[config.mk]
export PLATFORM = sky130hd
export DESIGN_NAME = rbp_cfg
export DESIGN_NICKNAME = d
export VERILOG_FILES = /design/src/hdl/rbp_pkg.sv /design/src/hdl/rbp_cfg.sv
export SDC_FILE = /design/constraint.sdc
export NUM_CORES = 1
export LEC_CHECK = 0
export BUFFER_PORTS_ARGS = -buffer_cell sky130_fd_sc_hd__buf_2
export CAP_MARGIN = 40
export CORE_ASPECT_RATIO = 1.75
export CORE_UTILIZATION = 52
export DETAILED_ROUTE_END_ITERATION = 8
export PLACE_DENSITY_LB_ADDON = 0.1
export SETUP_SLACK_MARGIN = 0.05
export SLEW_MARGIN = 25
export SYNTH_ARGS = -nofsm -noshare
export SYNTH_HDL_FRONTEND = slang
export SYNTH_SLANG_ARGS = --single-unit
[constraint.sdc]
create_clock -name clk_i -period 3.8 [get_ports clk_i]
set_clock_uncertainty 0.1 [all_clocks]
set_input_delay 0.76 -clock clk_i [delete_from_list [all_inputs] [get_ports clk_i]]
set_output_delay 0.76 -clock clk_i [all_outputs]
set_load 0.01 [all_outputs]
[src/hdl/rbp_pkg.sv]
// ---------------------------------------------------------------------------
// rbp_pkg: shared types and constants for the radar blip projector
// Register indexes, reset values, field widths and the datapath word type.
// ---------------------------------------------------------------------------
package rbp_pkg;

  localparam int unsigned DefCoordBits   = 16;
  localparam int unsigned DefCordicStages = 16;

  localparam int unsigned FieldW   = 16;
  localparam int unsigned ScaledW  = 25;   // rel * scale / 256, signed
  localparam int unsigned CordW    = 28;   // CORDIC word, headroom for gain
  localparam int unsigned PaddrW   = 3;
  localparam int unsigned NumRegs  = 6;

  localparam logic [16:0] InvGainQ16 = 17'd39797;

  typedef enum logic [2:0] {
    REG_ORIGIN_X  = 3'd0,
    REG_ORIGIN_Y  = 3'd1,
    REG_RADIUS    = 3'd2,
    REG_VIEW_COS  = 3'd3,
    REG_VIEW_SIN  = 3'd4,
    REG_SCALE     = 3'd5
  } reg_idx_e;

  localparam logic [15:0] RstOriginX = 16'd0;
  localparam logic [15:0] RstOriginY = 16'd0;
  localparam logic [15:0] RstRadius  = 16'd0;
  localparam logic [15:0] RstViewCos = 16'd16384;
  localparam logic [15:0] RstViewSin = 16'd0;
  localparam logic [15:0] RstScale   = 16'd6554;

  // configuration snapshot handed to the datapath
  typedef struct packed {
    logic signed [15:0] origin_x;
    logic signed [15:0] origin_y;
    logic        [15:0] show_radius;
    logic signed [15:0] view_cos;
    logic signed [15:0] view_sin;
    logic        [15:0] display_scale;
  } cfg_t;

  // one CORDIC cell's payload
  typedef struct packed {
    logic               vld;
    logic signed [CordW-1:0] x;
    logic signed [CordW-1:0] y;
    logic signed [CordW-1:0] u;
    logic signed [CordW-1:0] v;
    logic               flip;
    logic               clamped;
    logic signed [ScaledW-1:0] sx;
    logic signed [ScaledW-1:0] sy;
    logic               last;
  } cell_t;

endpackage

[src/hdl/rbp_cfg.sv]
// ---------------------------------------------------------------------------
// rbp_cfg: APB register file
// Six 16-bit registers at byte offsets 4*i.
// ---------------------------------------------------------------------------
module rbp_cfg
  import rbp_pkg::*;
(
  input  logic              clk_i,
  input  logic              rst_ni,
  input  logic              psel,
  input  logic              penable,
  input  logic              pwrite,
  input  logic [PaddrW+1:0] paddr,
  input  logic [31:0]       pwdata,
  output logic [31:0]       prdata,
  output logic              pready,
  output cfg_t              cfg_o
);
  cfg_t     cfg_q;
  reg_idx_e idx;
  logic     wr;

  assign idx    = reg_idx_e'(paddr[PaddrW+1:2]);
  assign wr     = psel && penable && pwrite;
  assign pready = 1'b1;

  always_ff @(posedge clk_i or negedge rst_ni) begin
    if (!rst_ni) begin
      cfg_q.origin_x      <= RstOriginX;
      cfg_q.origin_y      <= RstOriginY;
      cfg_q.show_radius   <= RstRadius;
      cfg_q.view_cos      <= RstViewCos;
      cfg_q.view_sin      <= RstViewSin;
      cfg_q.display_scale <= RstScale;
    end else if (wr) begin
      case (idx)
        REG_ORIGIN_X: cfg_q.origin_x      <= pwdata[15:0];
        REG_ORIGIN_Y: cfg_q.origin_y      <= pwdata[15:0];
        REG_RADIUS:   cfg_q.show_radius   <= pwdata[15:0];
        REG_VIEW_COS: cfg_q.view_cos      <= pwdata[15:0];
        REG_VIEW_SIN: cfg_q.view_sin      <= pwdata[15:0];
        REG_SCALE:    cfg_q.display_scale <= pwdata[15:0];
        default: ;
      endcase
    end
  end

  always_comb begin
    case (idx)
      REG_ORIGIN_X: prdata = {16'd0, cfg_q.origin_x};
      REG_ORIGIN_Y: prdata = {16'd0, cfg_q.origin_y};
      REG_RADIUS:   prdata = {16'd0, cfg_q.show_radius};
      REG_VIEW_COS: prdata = {16'd0, cfg_q.view_cos};
      REG_VIEW_SIN: prdata = {16'd0, cfg_q.view_sin};
      REG_SCALE:    prdata = {16'd0, cfg_q.display_scale};
      default:      prdata = 32'd0;
    endcase
  end

  assign cfg_o = cfg_q;
endmodule

# Word-level counts from Yosys, hierarchy flattened
# Cells that the tools add are included.
# totals
input_bits,42
wordCells,21
ff_bits,96
output_inout_bits,129
# classes
n_reduce_logical,9
n_eq_ne,5
mux,1
# ops
cell,count
$pmux W16 S6,1
$reduce_and A2 Y1,6
$eq A3 B2 Y1 const B,2
$eq A3 B3 Y1 const B,2
$eq A3 B1 Y1 const B,1
$logic_not A3 Y1,1
$logic_and A1 B1 Y1,2

# Depth between registers and ports, before layout
# depth
ltp_word,3
mapped_depth,6

# Worst setup path before layout
# OpenSTA, ideal clock, no wires.
# synth_timing
path_kind,input -> output
start,in paddr[4]
end,out prdata[10]
path_buffers,2
path_stages,5
slack_ns,1.138
arrival_ns,1.802
path_cell_list,clkbuf_2 nor2b_1 clkbuf_1 a221oi_1 a31oi_1
# synth_between
elab_chain_cells,2
word_cells_on_any_way,7
classes_between,eq/ne: 5; mux: 1; reduce/logical: 1
# synth_lines
element,line,source
from (decl),rbp_cfg.sv:13,"input logic [PaddrW+1:0] paddr,"
"$eq A3 B3 Y1, or another cell as far along",rbp_cfg.sv:49,case (idx)
$pmux W16 S6 (*),rbp_cfg.sv:49,
to (decl),rbp_cfg.sv:15,"output logic [31:0] prdata,"
# Mark *: on every way between the ends. The rest lies on a longest branch, timed or not.

# Worst setup path in the final report
# layout_timing
start,in paddr[2]
end,out prdata[7]
# The elaborated chain is that of the path after synthesis.

==> results.sh <==
export IMPL_dieArea_mm2=0.00927
export IMPL_ant_nets=0
export IMPL_nets=518
export IMPL_power_density_mw_per_mm2=552
export IMPL_die_h_um=127
export IMPL_gp_congestion=0.795
export IMPL_overflow=0
export IMPL_place_ws_ns=0.726
export IMPL_drt_iter0_drc=176
export IMPL_vias_per_cell=5.42
export IMPL_ff2ff_path_depth=1
export IMPL_syn_to_final_growth_pct=24.3
export IMPL_r2r_start="cfg_o[94]"
export IMPL_finalSetupViolations=0
export IMPL_synthDistinctLibCells=31
export IMPL_r2r_slack_ns=2.87
export IMPL_final_cell_mix="buf_2, mux2_2, dfrtp_1"
export IMPL_clk_latency_ns=0.33
export IMPL_max_freq_mhz=323
export IMPL_largest_register_ff_count=96
export IMPL_wl_per_cell_um=18.5
export IMPL_port_buffers=135
export IMPL_netlist_instances=335
export IMPL_stdcell_count=598
export IMPL_ff_latch_area_mm2=0.00241
export IMPL_critPathMaxStageDelay_ns=0.42
export IMPL_syn_area_per_cell_um2=13.8
export IMPL_multi_input_area_mm2=0.00200
export IMPL_grt_max_degree=67
export IMPL_setup_worst_path_start_class="primary input"
export IMPL_dp_cells=581
export IMPL_cts_tree="built"
export IMPL_required_ns=2.94
export IMPL_hold_viol=0
export IMPL_first_pass_iters=4
export IMPL_grt_pass1_wl_um=17200
export IMPL_cp_buffers_inverters=3
export IMPL_initial_utilization=0.536
export IMPL_max_slew_margin=0.569
export IMPL_crit_arrival_ns=2.23
export IMPL_clk_path_buf_depth=2
export IMPL_period_needed_ns=3.09
export IMPL_endpoint_kind="output pin"
export IMPL_final_common_cell="buf_2"
export IMPL_hpwlAfterDp_um=7730
export IMPL_postCtsHoldBufs=0
export IMPL_ir_drop_v=0.000347
export IMPL_grtUsageTotal=0.250
export IMPL_yosysWarnings=0
export IMPL_cts_inserted_buffers=9
export IMPL_syn_area_mm2=0.00461
export IMPL_worst_pin_slew_ns=0.645
export IMPL_postCtsSetupBuffers=0
export IMPL_fin_hold_ws_ns=0.174
export IMPL_status="finished clean"
export IMPL_num_rows=45
export IMPL_cap_violations=0
export IMPL_cpLargestDelayFamily="buffers and inverters"
export IMPL_first_global_vias=3175
export IMPL_slowest_stage="buf_2"
export IMPL_die_x_um=73.2
export IMPL_cts_sinks=96
export IMPL_rsz0062_at_grt="no"
export IMPL_synth_seq_area_share=0.523
export IMPL_drive_gt1_frac=0.584
export IMPL_drc=0
export IMPL_io_pins=171
export IMPL_path_clk_slew_ns=0.06
export IMPL_fin_ws_ns=0.707
export IMPL_wirelength_um=11000
export IMPL_core_mm2=0.00861
export IMPL_hold_path_class="in2async"
export IMPL_p_leak_nw=2.90
export IMPL_path_cells="buf_2 -> buf_4 -> mux2i_1 -> nor2_1 -> a311o_1 -> buf_2"
export IMPL_path_common_cell="buf_2"
export IMPL_fillCellCount=686
export IMPL_cts_root_buffer="clkbuf_16"
export IMPL_cts_resized=0
export IMPL_cp_max_fo=18
export IMPL_num_vias=3240
export IMPL_drv_slew=0
export IMPL_antenna_found_initial=0
export IMPL_diodes=0
export IMPL_period_share=0.814
export IMPL_htree_levels=3
export IMPL_fin_setup_tns_ns=0
export IMPL_r2r_end="cfg_o[94]"
export IMPL_synth_seq_cells=96
export IMPL_path_class="in2out"
## how the worst max path moves through the flow
stage	slack, ns	depth (start not counted)	from	end
after global placement	0.55	5	paddr[4]	prdata[6]
after floorplan	1.14	5	paddr[4]	prdata[10]
after global routing	0.66	6	paddr[3]	prdata[11]
after CTS	0.71	6	paddr[2]	prdata[7]
final	0.71	6	paddr[2]	prdata[7]
after detailed placement	0.73	6	paddr[2]	prdata[7]
## cells by family after synthesis
| group | share of synthesized area |
|---|---|
| flip-flops | 0.523 |
| AO/OA/AOI/OAI | 0.0472 |
| multiplexers | 0.320 |
| other | 0.00163 |
| buffers and inverters | 0.0556 |
| AND/OR/NAND/NOR | 0.0526 |
## per-layer routing
| layer | GRT usage | vias to the layer above | part of all wire |
|---|---|---|---|
| met5 | 0 | - | 0 |
| met4 | 0.0911 | 0 | 0.012 |
| met3 | 0.0580 | 10 | 0.056 |
| met2 | 0.414 | 113 | 0.53 |
| met1 | 0.316 | 1637 | 0.40 |
| li1 | - | 1480 | - |
## synth_stat cells, drive strengths merged
library cell  count  area (um2)
a211oi            2        15.0
a21oi             2        10.0
a221o             2        20.0
a221oi            6        52.6
a311o             2        20.0
a31oi             6        37.5
buf              32         233
clkbuf            5        20.0
conb              2        7.51
dfrtp            88        2200
dfstp             8         210
inv               1        3.75
mux2            108        1220
mux2i            26         260
nand2            12        45.0
nand2b            2        12.5
nand3             2        10.0
nand4             1        12.5
nand4b            1        23.8
nor2             10        62.6
nor2b             1        6.26
nor3              2        32.5
o21ai             2        10.0
o221ai            6        52.6
or3               6        37.5
## layout make-up
type / count / share of cell area
Multi-Input combinational cell: 216 / 0.349
Clock buffer: 11 / 0.0423
Tap cell: 117 / 0.0255
Inverter: 1 / 0.000654
Clock inverter: 5 / 0.0181
Sequential cell: 96 / 0.421
Timing Repair Buffer: 152 / 0.144
## power breakdown
part	switching, mW	internal (mW)	total [mW]
registers	0.151	1.24	1.39
clock network	0.365	0.661	1.03
logic	0.370	0.383	0.753
## stage by stage
| step | area (um2) | utilization | power, mW |
|---|---|---|---|
| 4_1_cts | 5710 | 0.663 | 3.19 |
| 2_1_floorplan | 4670 | - | 1.82 |
| 5_1_grt | 5740 | 0.666 | 3.32 |
| 3_5_place_dp | 5360 | 0.622 | 2.16 |
| 3_3_place_gp | 5350 | 0.621 | 2.14 |
| 6_report | 5740 | 0.666 | 3.17 |
(Power assumes the default switching activity.)
