[src/hdl/rbp_pkg.sv]
// ---------------------------------------------------------------------------
// rbp_pkg: shared types and constants for the radar blip projector
// Register indexes, reset values, field widths and the datapath word type.
// ---------------------------------------------------------------------------
package rbp_pkg;

  localparam int unsigned DefCoordBits   = 16;
  localparam int unsigned DefCordicStages = 16;

  localparam int unsigned FieldW   = 16;
  localparam int unsigned ScaledW  = 25;   // rel * scale / 256, signed
  localparam int unsigned CordW    = 28;   // CORDIC word, headroom for gain
  localparam int unsigned PaddrW   = 3;
  localparam int unsigned NumRegs  = 6;

  localparam logic [16:0] InvGainQ16 = 17'd39797;

  typedef enum logic [2:0] {
    REG_ORIGIN_X  = 3'd0,
    REG_ORIGIN_Y  = 3'd1,
    REG_RADIUS    = 3'd2,
    REG_VIEW_COS  = 3'd3,
    REG_VIEW_SIN  = 3'd4,
    REG_SCALE     = 3'd5
  } reg_idx_e;

  localparam logic [15:0] RstOriginX = 16'd0;
  localparam logic [15:0] RstOriginY = 16'd0;
  localparam logic [15:0] RstRadius  = 16'd0;
  localparam logic [15:0] RstViewCos = 16'd16384;
  localparam logic [15:0] RstViewSin = 16'd0;
  localparam logic [15:0] RstScale   = 16'd6554;

  // configuration snapshot handed to the datapath
  typedef struct packed {
    logic signed [15:0] origin_x;
    logic signed [15:0] origin_y;
    logic        [15:0] show_radius;
    logic signed [15:0] view_cos;
    logic signed [15:0] view_sin;
    logic        [15:0] display_scale;
  } cfg_t;

  // one CORDIC cell's payload
  typedef struct packed {
    logic               vld;
    logic signed [CordW-1:0] x;
    logic signed [CordW-1:0] y;
    logic signed [CordW-1:0] u;
    logic signed [CordW-1:0] v;
    logic               flip;
    logic               clamped;
    logic signed [ScaledW-1:0] sx;
    logic signed [ScaledW-1:0] sy;
    logic               last;
  } cell_t;

endpackage

[src/hdl/rbp_cell.sv]
// ---------------------------------------------------------------------------
// rbp_cell: one CORDIC micro-rotation
// Vectors (x,y) toward the axis and turns (u,v) the opposite way by the same angle.
// ---------------------------------------------------------------------------
module rbp_cell
  import rbp_pkg::*;
#(
  parameter int unsigned Shift = 0
) (
  input  logic  clk_i,
  input  logic  rst_ni,
  input  logic  en_i,
  input  cell_t cell_i,
  output cell_t cell_o
);
  cell_t cell_d, cell_q;
  logic  dir;

  always_comb begin
    cell_d = cell_i;
    dir    = cell_i.y > 0;
    if (dir) begin
      cell_d.x = cell_i.x + (cell_i.y >>> Shift);
      cell_d.y = cell_i.y - (cell_i.x >>> Shift);
      cell_d.u = cell_i.u - (cell_i.v >>> Shift);
      cell_d.v = cell_i.v + (cell_i.u >>> Shift);
    end else begin
      cell_d.x = cell_i.x - (cell_i.y >>> Shift);
      cell_d.y = cell_i.y + (cell_i.x >>> Shift);
      cell_d.u = cell_i.u + (cell_i.v >>> Shift);
      cell_d.v = cell_i.v - (cell_i.u >>> Shift);
    end
  end

  always_ff @(posedge clk_i or negedge rst_ni) begin
    if (!rst_ni) begin
      cell_q.vld <= 1'b0;
    end else if (en_i) begin
      cell_q <= cell_d;
    end
  end

  assign cell_o = cell_q;
endmodule

[config.mk]
export PLATFORM = sky130hd
export DESIGN_NAME = rbp_cell
export DESIGN_NICKNAME = d
export VERILOG_FILES = /design/src/hdl/rbp_pkg.sv /design/src/hdl/rbp_cell.sv
export SDC_FILE = /design/constraint.sdc
export NUM_CORES = 1
export LEC_CHECK = 0
export ABC_AREA = 1
export BUFFER_PORTS_ARGS = -buffer_cell sky130_fd_sc_hd__buf_4
export CAP_MARGIN = 20
export CORE_MARGIN = 2
export CORE_UTILIZATION = 55
export CTS_CLUSTER_DIAMETER = 100
export DETAILED_ROUTE_END_ITERATION = 10
export PLACE_DENSITY = 0.87
export SYNTH_ARGS = -nofsm -noshare
export SYNTH_HDL_FRONTEND = slang
export SYNTH_SLANG_ARGS = --single-unit
[constraint.sdc]
create_clock -name clk_i -period 1.2 [get_ports clk_i]
set_input_delay 0.12 -clock clk_i [delete_from_list [all_inputs] [get_ports clk_i]]
set_output_delay 0.12 -clock clk_i [all_outputs]
set_load 0.05 [all_outputs]
==> flow_metrics.py, run 1 <==
metrics = {
    "synthesis": {
        "syn-mean-instance-area_um2": 6.56,
        "main_synth_ff_type": "edfxtp_1",
        "yosysWarnings": 0,
        "synth_async_sr_flop_share_pct": 0.610,
        "cell_accounting_for_the_most_synthesized_area": "edfxtp_1",
        "netlist_area_um2": 17400,
        "synth_top_area_share_pct": 28.1,
        "netlist-cell-type-count": 42,
        "synthTopCellsByArea": "edfxtp_1 (28%), nand2_1 (19%), ha_1 (12%)",
        "synth_cells": 2659,
        "synthesis.nets": 3005,
        "sequential_cell_area_fraction_in_the_yosys_report_pct": 28.2,
        "yosys_register_bits": 164,
        "synth-edff-count": 163,
    },
    "clocking": {
        "clock_sinks": 164,
        "ctsRootBufferMaster": "clkbuf_16",
        "cts_buffer_depth": 2,
        "h-tree-depth": 4,
        "tritoncts.num_buffers": 17,
    },
    "status": {
        "toolErrorMsg": "[ERROR GRT-0116] Global routing finished with congestion. Check the congestion regions in the DRC Viewer.",
        "lastStage": "5_1_grt",
        "outcome": "did not finish",
    },
    "floorplanning": {
        "dieHeight_um": 182,
        "start_util_pct": 55.5,
        "rows": 65,
        "io-pin-count": 335,
        "die_width_um": 182,
    },
    "placed_design": {
        "port-buffer-count": 334,
        "dpl_worst_slack_ns": -0.873,
        "dpl-instance-area_um2": 25200,
        "detailedPlacementHpwl_mm": 60.2,
        "gp_routability_congestion": 1.03,
    },
    "global_route": {
        "grt_max_degree": 58,
        "global_route_wire_length_before_repair_mm": 202,
        "gr-usage-all-layers_pct": 81.0,
        "overflow": 172,
        "first_global_vias": 30576,
    },
}
cell usage after synthesis (3+ instances only):
library cell and n:
a21o_1 3, a21oi_1 166, a21oi_2 4, and2_1 3, buf_2 30, buf_4 32
buf_6 4, clkbuf_1 3, edfxtp_1 163, fa_1 6, ha_1 171, inv_1 466
mux2i_1 4, nand2_1 877, nand3_1 245, nand4_1 57, nor2_1 189, nor2_2 9
nor2b_1 4, nor3_1 4, o21a_1 3, o21ai_0 102, o21ai_1 5, o21bai_1 28
xnor2_1 4, xor2_1 55
logic make-up after synthesis:
family | after synthesis | share of synthesized area [%]
multiplexers | 5 | 0.294
XOR/XNOR | 59 | 2.96
AO/OA/AOI/OAI | 317 | 9.74
AND/OR/NAND/NOR | 1398 | 33.1
buffers and inverters | 539 | 12.7
flip-flops | 164 | 28.2
adder cells (fa/ha/maj) | 177 | 13.0
per-stage QoR:
step,std cells,util [%]
4_1_cts,3889,94.9
3_5_place_dp,3703,80.2
3_3_place_gp,3703,80.2
2_1_floorplan,2659,-
per-layer routing:
layer  GRT usage [%]  GRT overflow
met2            96.6            91
met4            82.8            75
met3            67.9             5
met5            40.1             0
met1            79.0             1
repair_timing:
item	CTS
cloned	21
resized for setup	587
pin swaps	234
buffers inserted	80
hold buffers	56
hold endpoints to repair	55
setup endpoints to repair	164
==> run 2, diff against run 1 <==
CORE_UTILIZATION = 40   (was 55)
CTS_CLUSTER_DIAMETER = not set   (was 100)
PLACE_DENSITY = not set   (was 0.87)
PLACE_DENSITY_LB_ADDON = 0.15   (was not set)
==> flow_metrics.py, run 2 <==
metrics = {
    "timing": {
        "timing.final.ws_setup_ns": -0.296,
        "worst_pin_slew_ns": 0.401,
        "finalHoldViolCount": 0,
        "achievable-frequency_mhz": 669,
        "relSlewSlack_pct": 73.2,
        "period_needed_ns": 1.50,
        "fin_crit_sh_pct": 125,
        "final_setup_violating_endpoints": 158,
        "timing.final.max_slew_violations": 0,
        "finClkSkew_ns": 0,
        "rsz_0062_raised_after_global_routing": "yes",
    },
    "detailed_routing": {
        "first_pass_detailed_route_iteration_total": 6,
        "drc_violation_count_after_routing": 0,
        "detail_route.wl_per_cell_um": 19.7,
        "vias": 21491,
        "route.antenna.remaining_nets": 0,
        "routed_wl_mm": 80.9,
        "avgViaCountPerCell": 5.24,
        "drt_iter0_markers": 1759,
    },
    "synthesis": {
        "synthTopCellsByArea": "edfxtp_1 (28%), nand2_1 (19%), ha_1 (12%)",
        "post_synth_and_or_nand_nor_area_fraction_pct": 33.1,
        "yosys-mux-area-fraction_pct": 0.294,
        "synthXorXnorAreaFrac_pct": 2.96,
        "synth-compound-area-share_pct": 9.74,
        "netlist-cell-type-count": 42,
        "synth_top_area_share_pct": 28.1,
        "yosys_register_bits": 164,
        "yosysWarnings": 0,
        "syn-mean-instance-area_um2": 6.56,
        "post-synth-top-count-cell": "nand2_1",
        "main_synth_ff_type": "edfxtp_1",
        "synth_async_sr_flop_share_pct": 0.610,
        "dominant_combinational_cell_family_by_area_after_synthesis": "simple AND/OR/NAND/NOR gates",
        "cell_accounting_for_the_most_synthesized_area": "edfxtp_1",
        "netlist_area_um2": 17400,
        "synthesis.nets": 3005,
        "synth-edff-count": 163,
        "sequential_cell_area_fraction_in_the_yosys_report_pct": 28.2,
        "yosys-top-cells-count": "nand2_1 (877), inv_1 (466), nand3_1 (245), nor2_1 (189), ha_1 (171)",
        "synth_cells": 2659,
        "synth-adder-area-share_pct": 13.0,
    },
    "clocking": {
        "clock_sinks": 164,
        "clk_pin_slew_worst_paths_ns": 0.07,
        "clock_latency_ns": 0.48,
        "tritoncts.num_buffers": 17,
        "cts_tree": "built",
        "ctsRootBufferMaster": "clkbuf_16",
        "cts_buffer_depth": 2,
        "h-tree-depth": 4,
    },
    "finish": {
        "layout_commonest_cell": "buf_4",
        "final_cell_mix": "buf_4 (668), nand2_1 (564), inv_1 (326)",
        "antennaDiodeCount": 0,
        "final_layout_size_suffix_gt1_share_pct": 52.8,
        "finish.cell_count_without_fillers": 4103,
        "largest_register_ff_count": 164,
        "area_growth_pct": 80.6,
        "num-nets-final": 3851,
        "layout.filler_cells": 3324,
    },
    "placed_design": {
        "detailedPlacementHpwl_mm": 61.0,
        "dpl_worst_slack_ns": -0.867,
        "port-buffer-count": 334,
        "gp_routability_congestion": 0.950,
        "place_inst": 3897,
    },
    "floorplanning": {
        "die_width_um": 213,
        "floorplan.core_area_um2": 43100,
        "start_util_pct": 40.5,
        "rows": 76,
        "io-pin-count": 335,
        "dieArea_um2": 45300,
        "dieHeight_um": 213,
    },
    "power": {
        "powerDensity_nw_per_um2": 934,
        "p_leak_nw": 15.3,
        "worst_ir_drop_vdd_uv": 1020,
    },
    "hold_path": {
        "min_path_type": "primary input to register",
    },
    "status": {
        "outcome": "complete, but fails checks",
        "violations_in_the_final_reports": "setup timing",
    },
    "worst_setup_path": {
        "worst_setup_path_end_kind": "register",
        "required_worst_endpoint_ns": 1.50,
        "crit_path_max_fanout": 42,
        "timing.setup.critical_path_class": "primary input to register",
        "startpoint_type": "primary input",
        "timing.critical_path.arrival_ns": 1.79,
    },
    "global_route": {
        "first_global_vias": 20434,
        "global_route_wire_length_before_repair_mm": 116,
        "grt_antenna_before_repair": 0,
        "gr-usage-all-layers_pct": 33.8,
        "grt_max_degree": 43,
        "overflow": 0,
    },
    "job": {
        "timing.max_cap.violations": 0,
    },
}
## run 2: cell families after synthesis
group / count (synthesis)
mux: 5
simple gates: 1398
compound gates: 317
buf+inv: 539
fa+ha+maj: 177
flops: 164
xor+xnor: 59
## run 2: layout make-up
| type | instances | area [um2] | share of cell area, % |
|---|---|---|---|
| repair buffers | 897 | 8010 | 25.4 |
| well taps | 585 | 732 | 2.32 |
| repair inverters | 1 | 11.3 | 0.0358 |
| flip-flops and latches | 164 | 4920 | 15.6 |
| clock inverters | 15 | 185 | 0.588 |
| multi-input cells | 1956 | 15200 | 48.2 |
| inverters | 468 | 2040 | 6.47 |
| clock buffers | 17 | 425 | 1.35 |
## run 2: final timing paths
check	start	endpoint	slack, ns	cells past startpoint
worst max-delay path	cell_i[116]	cell_o[90]	-0.30	10
worst min-delay path	cell_i[81]	cell_o[53]	0.02	3
max in group asynchronous	rst_ni	cell_o[165]	0.45	3
worst max register to register	cell_o[165]	cell_o[165]	0.39	1
worst min register to register	cell_o[165]	cell_o[165]	0.61	1
min in group asynchronous	rst_ni	cell_o[165]	0.62	3
## run 2: worst max-delay path, cell delays in order
cell and delay (ns):
buf_12 0.09, clkinv_8 0.05, buf_12 0.12, nand4_1 0.15
nor2_1 0.09, nand2_2 0.12, nor2_4 0.05, nor2_4 0.29
buf_12 0.30, mux2i_2 0.35
## run 2: through the flow
step                      power [mW]  area (um2)  util, %  hold WS, ns  setup TNS [ns]
after floorplan                 15.3       19900        -       -0.176         -317.29
after global placement          20.0       25500     59.2      -0.0552          -80.93
after detailed placement        20.1       25500     59.2      -0.0568          -80.80
after CTS                       27.9       29400     68.3       0.0237          -14.72
after global routing            30.6       31500     73.1       0.0140          -30.65
final                           29.4       31500     73.1       0.0215          -22.89
## run 2: metal layers
layer | vias to the layer above | track usage [%] | part of all wire [%]
li1 | 10173 | - | -
met1 | 10154 | 46.0 | 43
met2 | 978 | 53.8 | 45
met3 | 186 | 6.57 | 7.9
met4 | 0 | 11.3 | 4.0
met5 | - | 0 | 0
## run 2: power breakdown
group          switching, mW  internal [mW]
clock                   2.86           3.17
combinational           9.64           6.48
sequential             0.262           7.02
## run 2: what timing repair did
action	4_1_cts	5_1_grt
cloned	5	5
endpoints found under the setup margin	222	279
gates resized for setup	590	395
endpoints found under the hold margin	55	0
pin swaps	277	256
hold buffers	57	0
setup buffers	55	59
No activity file was read; power rests on OpenSTA's default activity.
==> run 3, diff against run 2 <==
==> constraint.sdc (replaced) <==
create_clock -name clk_i -period 1.2 [get_ports clk_i]
set_input_delay 0.24 -clock clk_i [delete_from_list [all_inputs] [get_ports clk_i]]
set_output_delay 0.24 -clock clk_i [all_outputs]
set_load 0.05 [all_outputs]
==> flow_metrics.py, run 3 (synthesis results as in run 2) <==
metrics = {
    "status": {
        "outcome": "complete, but fails checks",
        "violations_in_the_final_reports": "setup timing",
    },
    "clocking": {
        "tritoncts.num_buffers": 17,
        "cts_buffer_depth": 2,
        "cts_tree": "built",
        "ctsRootBufferMaster": "clkbuf_16",
        "clk_pin_slew_worst_paths_ns": 0.08,
        "h-tree-depth": 4,
        "clock_sinks": 164,
        "clock_latency_ns": 0.49,
    },
    "timing": {
        "period_needed_ns": 1.62,
        "final_setup_violating_endpoints": 274,
        "timing.final.max_slew_violations": 0,
        "achievable-frequency_mhz": 616,
        "timing.final.ws_setup_ns": -0.425,
        "finalHoldViolCount": 0,
        "timing.setup.tns_ns": -55.40,
        "finClkSkew_ns": 0,
        "relSlewSlack_pct": 73.6,
        "rsz_0062_raised_after_global_routing": "yes",
        "finalHoldWorstSlack_ns": 0.159,
        "fin_crit_sh_pct": 135,
        "worst_pin_slew_ns": 0.391,
    },
    "placed_design": {
        "port-buffer-count": 334,
        "dpl-instance-area_um2": 25700,
        "dpl_worst_slack_ns": -0.969,
        "gp_routability_congestion": 0.929,
        "detailedPlacementHpwl_mm": 61.3,
        "place_inst": 3914,
    },
    "floorplanning": {
        "io-pin-count": 335,
        "die_width_um": 213,
        "floorplan.core_area_um2": 43100,
        "start_util_pct": 40.5,
        "dieArea_um2": 45300,
        "dieHeight_um": 213,
        "rows": 76,
    },
    "global_route": {
        "global_route_wire_length_before_repair_mm": 117,
        "grt_antenna_before_repair": 1,
        "overflow": 0,
        "grt_max_degree": 38,
        "gr-usage-all-layers_pct": 34.2,
        "first_global_vias": 20597,
    },
    "finish": {
        "design_area_um2": 32000,
        "final_layout_size_suffix_gt1_share_pct": 51.7,
        "layout_commonest_cell": "nand2_1",
        "final_cell_mix": "nand2_1 (579), buf_4 (533), inv_1 (349)",
        "largest_register_ff_count": 164,
        "layout.filler_cells": 3202,
        "num-nets-final": 3855,
        "area_growth_pct": 83.8,
        "finish.cell_count_without_fillers": 4108,
    },
    "worst_setup_path": {
        "timing.setup.critical_path_class": "primary input to register",
        "worst-r2r-cell-count": 1,
        "required_worst_endpoint_ns": 1.45,
        "timing.critical_path.arrival_ns": 1.87,
        "startpoint_type": "primary input",
        "worst_setup_path_end_kind": "register",
        "crit_path_max_fanout": 8,
    },
    "detailed_routing": {
        "first_pass_detailed_route_iteration_total": 6,
        "drt_iter0_markers": 1886,
        "route.antenna.remaining_nets": 0,
        "drc_violation_count_after_routing": 0,
        "vias": 21573,
        "detail_route.wl_per_cell_um": 20.0,
        "routed_wl_mm": 82.3,
        "avgViaCountPerCell": 5.25,
    },
    "power": {
        "p_leak_nw": 15.5,
        "powerDensity_nw_per_um2": 929,
        "worst_ir_drop_vdd_uv": 1120,
    },
    "job": {
        "timing.max_cap.violations": 0,
    },
    "hold_path": {
        "holdPathStages": 3,
        "min_path_type": "primary input to register",
    },
}
## run 3: area by class of cell
| cell class | count | area, um2 | share of cell area (%) |
|---|---|---|---|
| diodes | 1 | 2.50 | 0.00781 |
| well taps | 585 | 732 | 2.28 |
| clock buffers | 18 | 429 | 1.34 |
| inverters | 468 | 2030 | 6.34 |
| multi-input cells | 1956 | 15100 | 47.1 |
| repair buffers | 902 | 8680 | 27.1 |
| clock inverters | 14 | 158 | 0.492 |
| flip-flops and latches | 164 | 4920 | 15.4 |
## run 3: per-layer routing
metal  global-route usage [%]  routed length, um  part of all wire (%)  vias to the layer above
met2                     54.6              37300                    45                      976
li1                         -                  -                     -                    10171
met4                     12.5               3410                   4.1                        0
met1                     46.4              35200                    43                    10259
met3                     6.13               6460                   7.9                      167
met5                        0                  0                     0                        -
## run 3: power breakdown
group	internal [mW]	switching, mW
logic	6.82	9.72
registers	7.03	0.336
clock network	2.95	2.91
total	16.8	13.0
## run 3: worst paths after layout
check / from / endpoint / slack [ns]
max in group asynchronous: rst_ni / cell_o[165] / 0.82
min: cell_i[81] / cell_o[53] / 0.16
max: cell_i[145] / cell_o[154] / -0.42
max reg2reg: cell_o[165] / cell_o[165] / 0.43
min in group asynchronous: rst_ni / cell_o[165] / 0.29
min reg2reg: cell_o[165] / cell_o[165] / 0.55
## run 3: repair_timing
action	in CTS	in global routing
endpoints found under the setup margin	274	274
setup buffers	60	39
resized for setup	535	536
endpoints found under the hold margin	55	0
hold buffers	55	0
pin swaps	235	196
gates cloned	8	7
## run 3: metrics by stage
| step | utilization [%] | power (mW) |
|---|---|---|
| after floorplan | - | 15.3 |
| after global placement | 59.7 | 20.1 |
| after detailed placement | 59.7 | 20.3 |
| after CTS | 68.6 | 27.8 |
| after global routing | 74.4 | 30.9 |
| final | 74.4 | 29.8 |
## run 3: critical path: stages
cell	delay, ns
buf_6	0.11
ha_4	0.31
buf_6	0.14
a21oi_4	0.25
inv_2	0.07
a21oi_4	0.15
nand3_4	0.15
a21oi_4	0.19
nand2_1	0.09
nand3_2	0.09
nand2_2	0.07
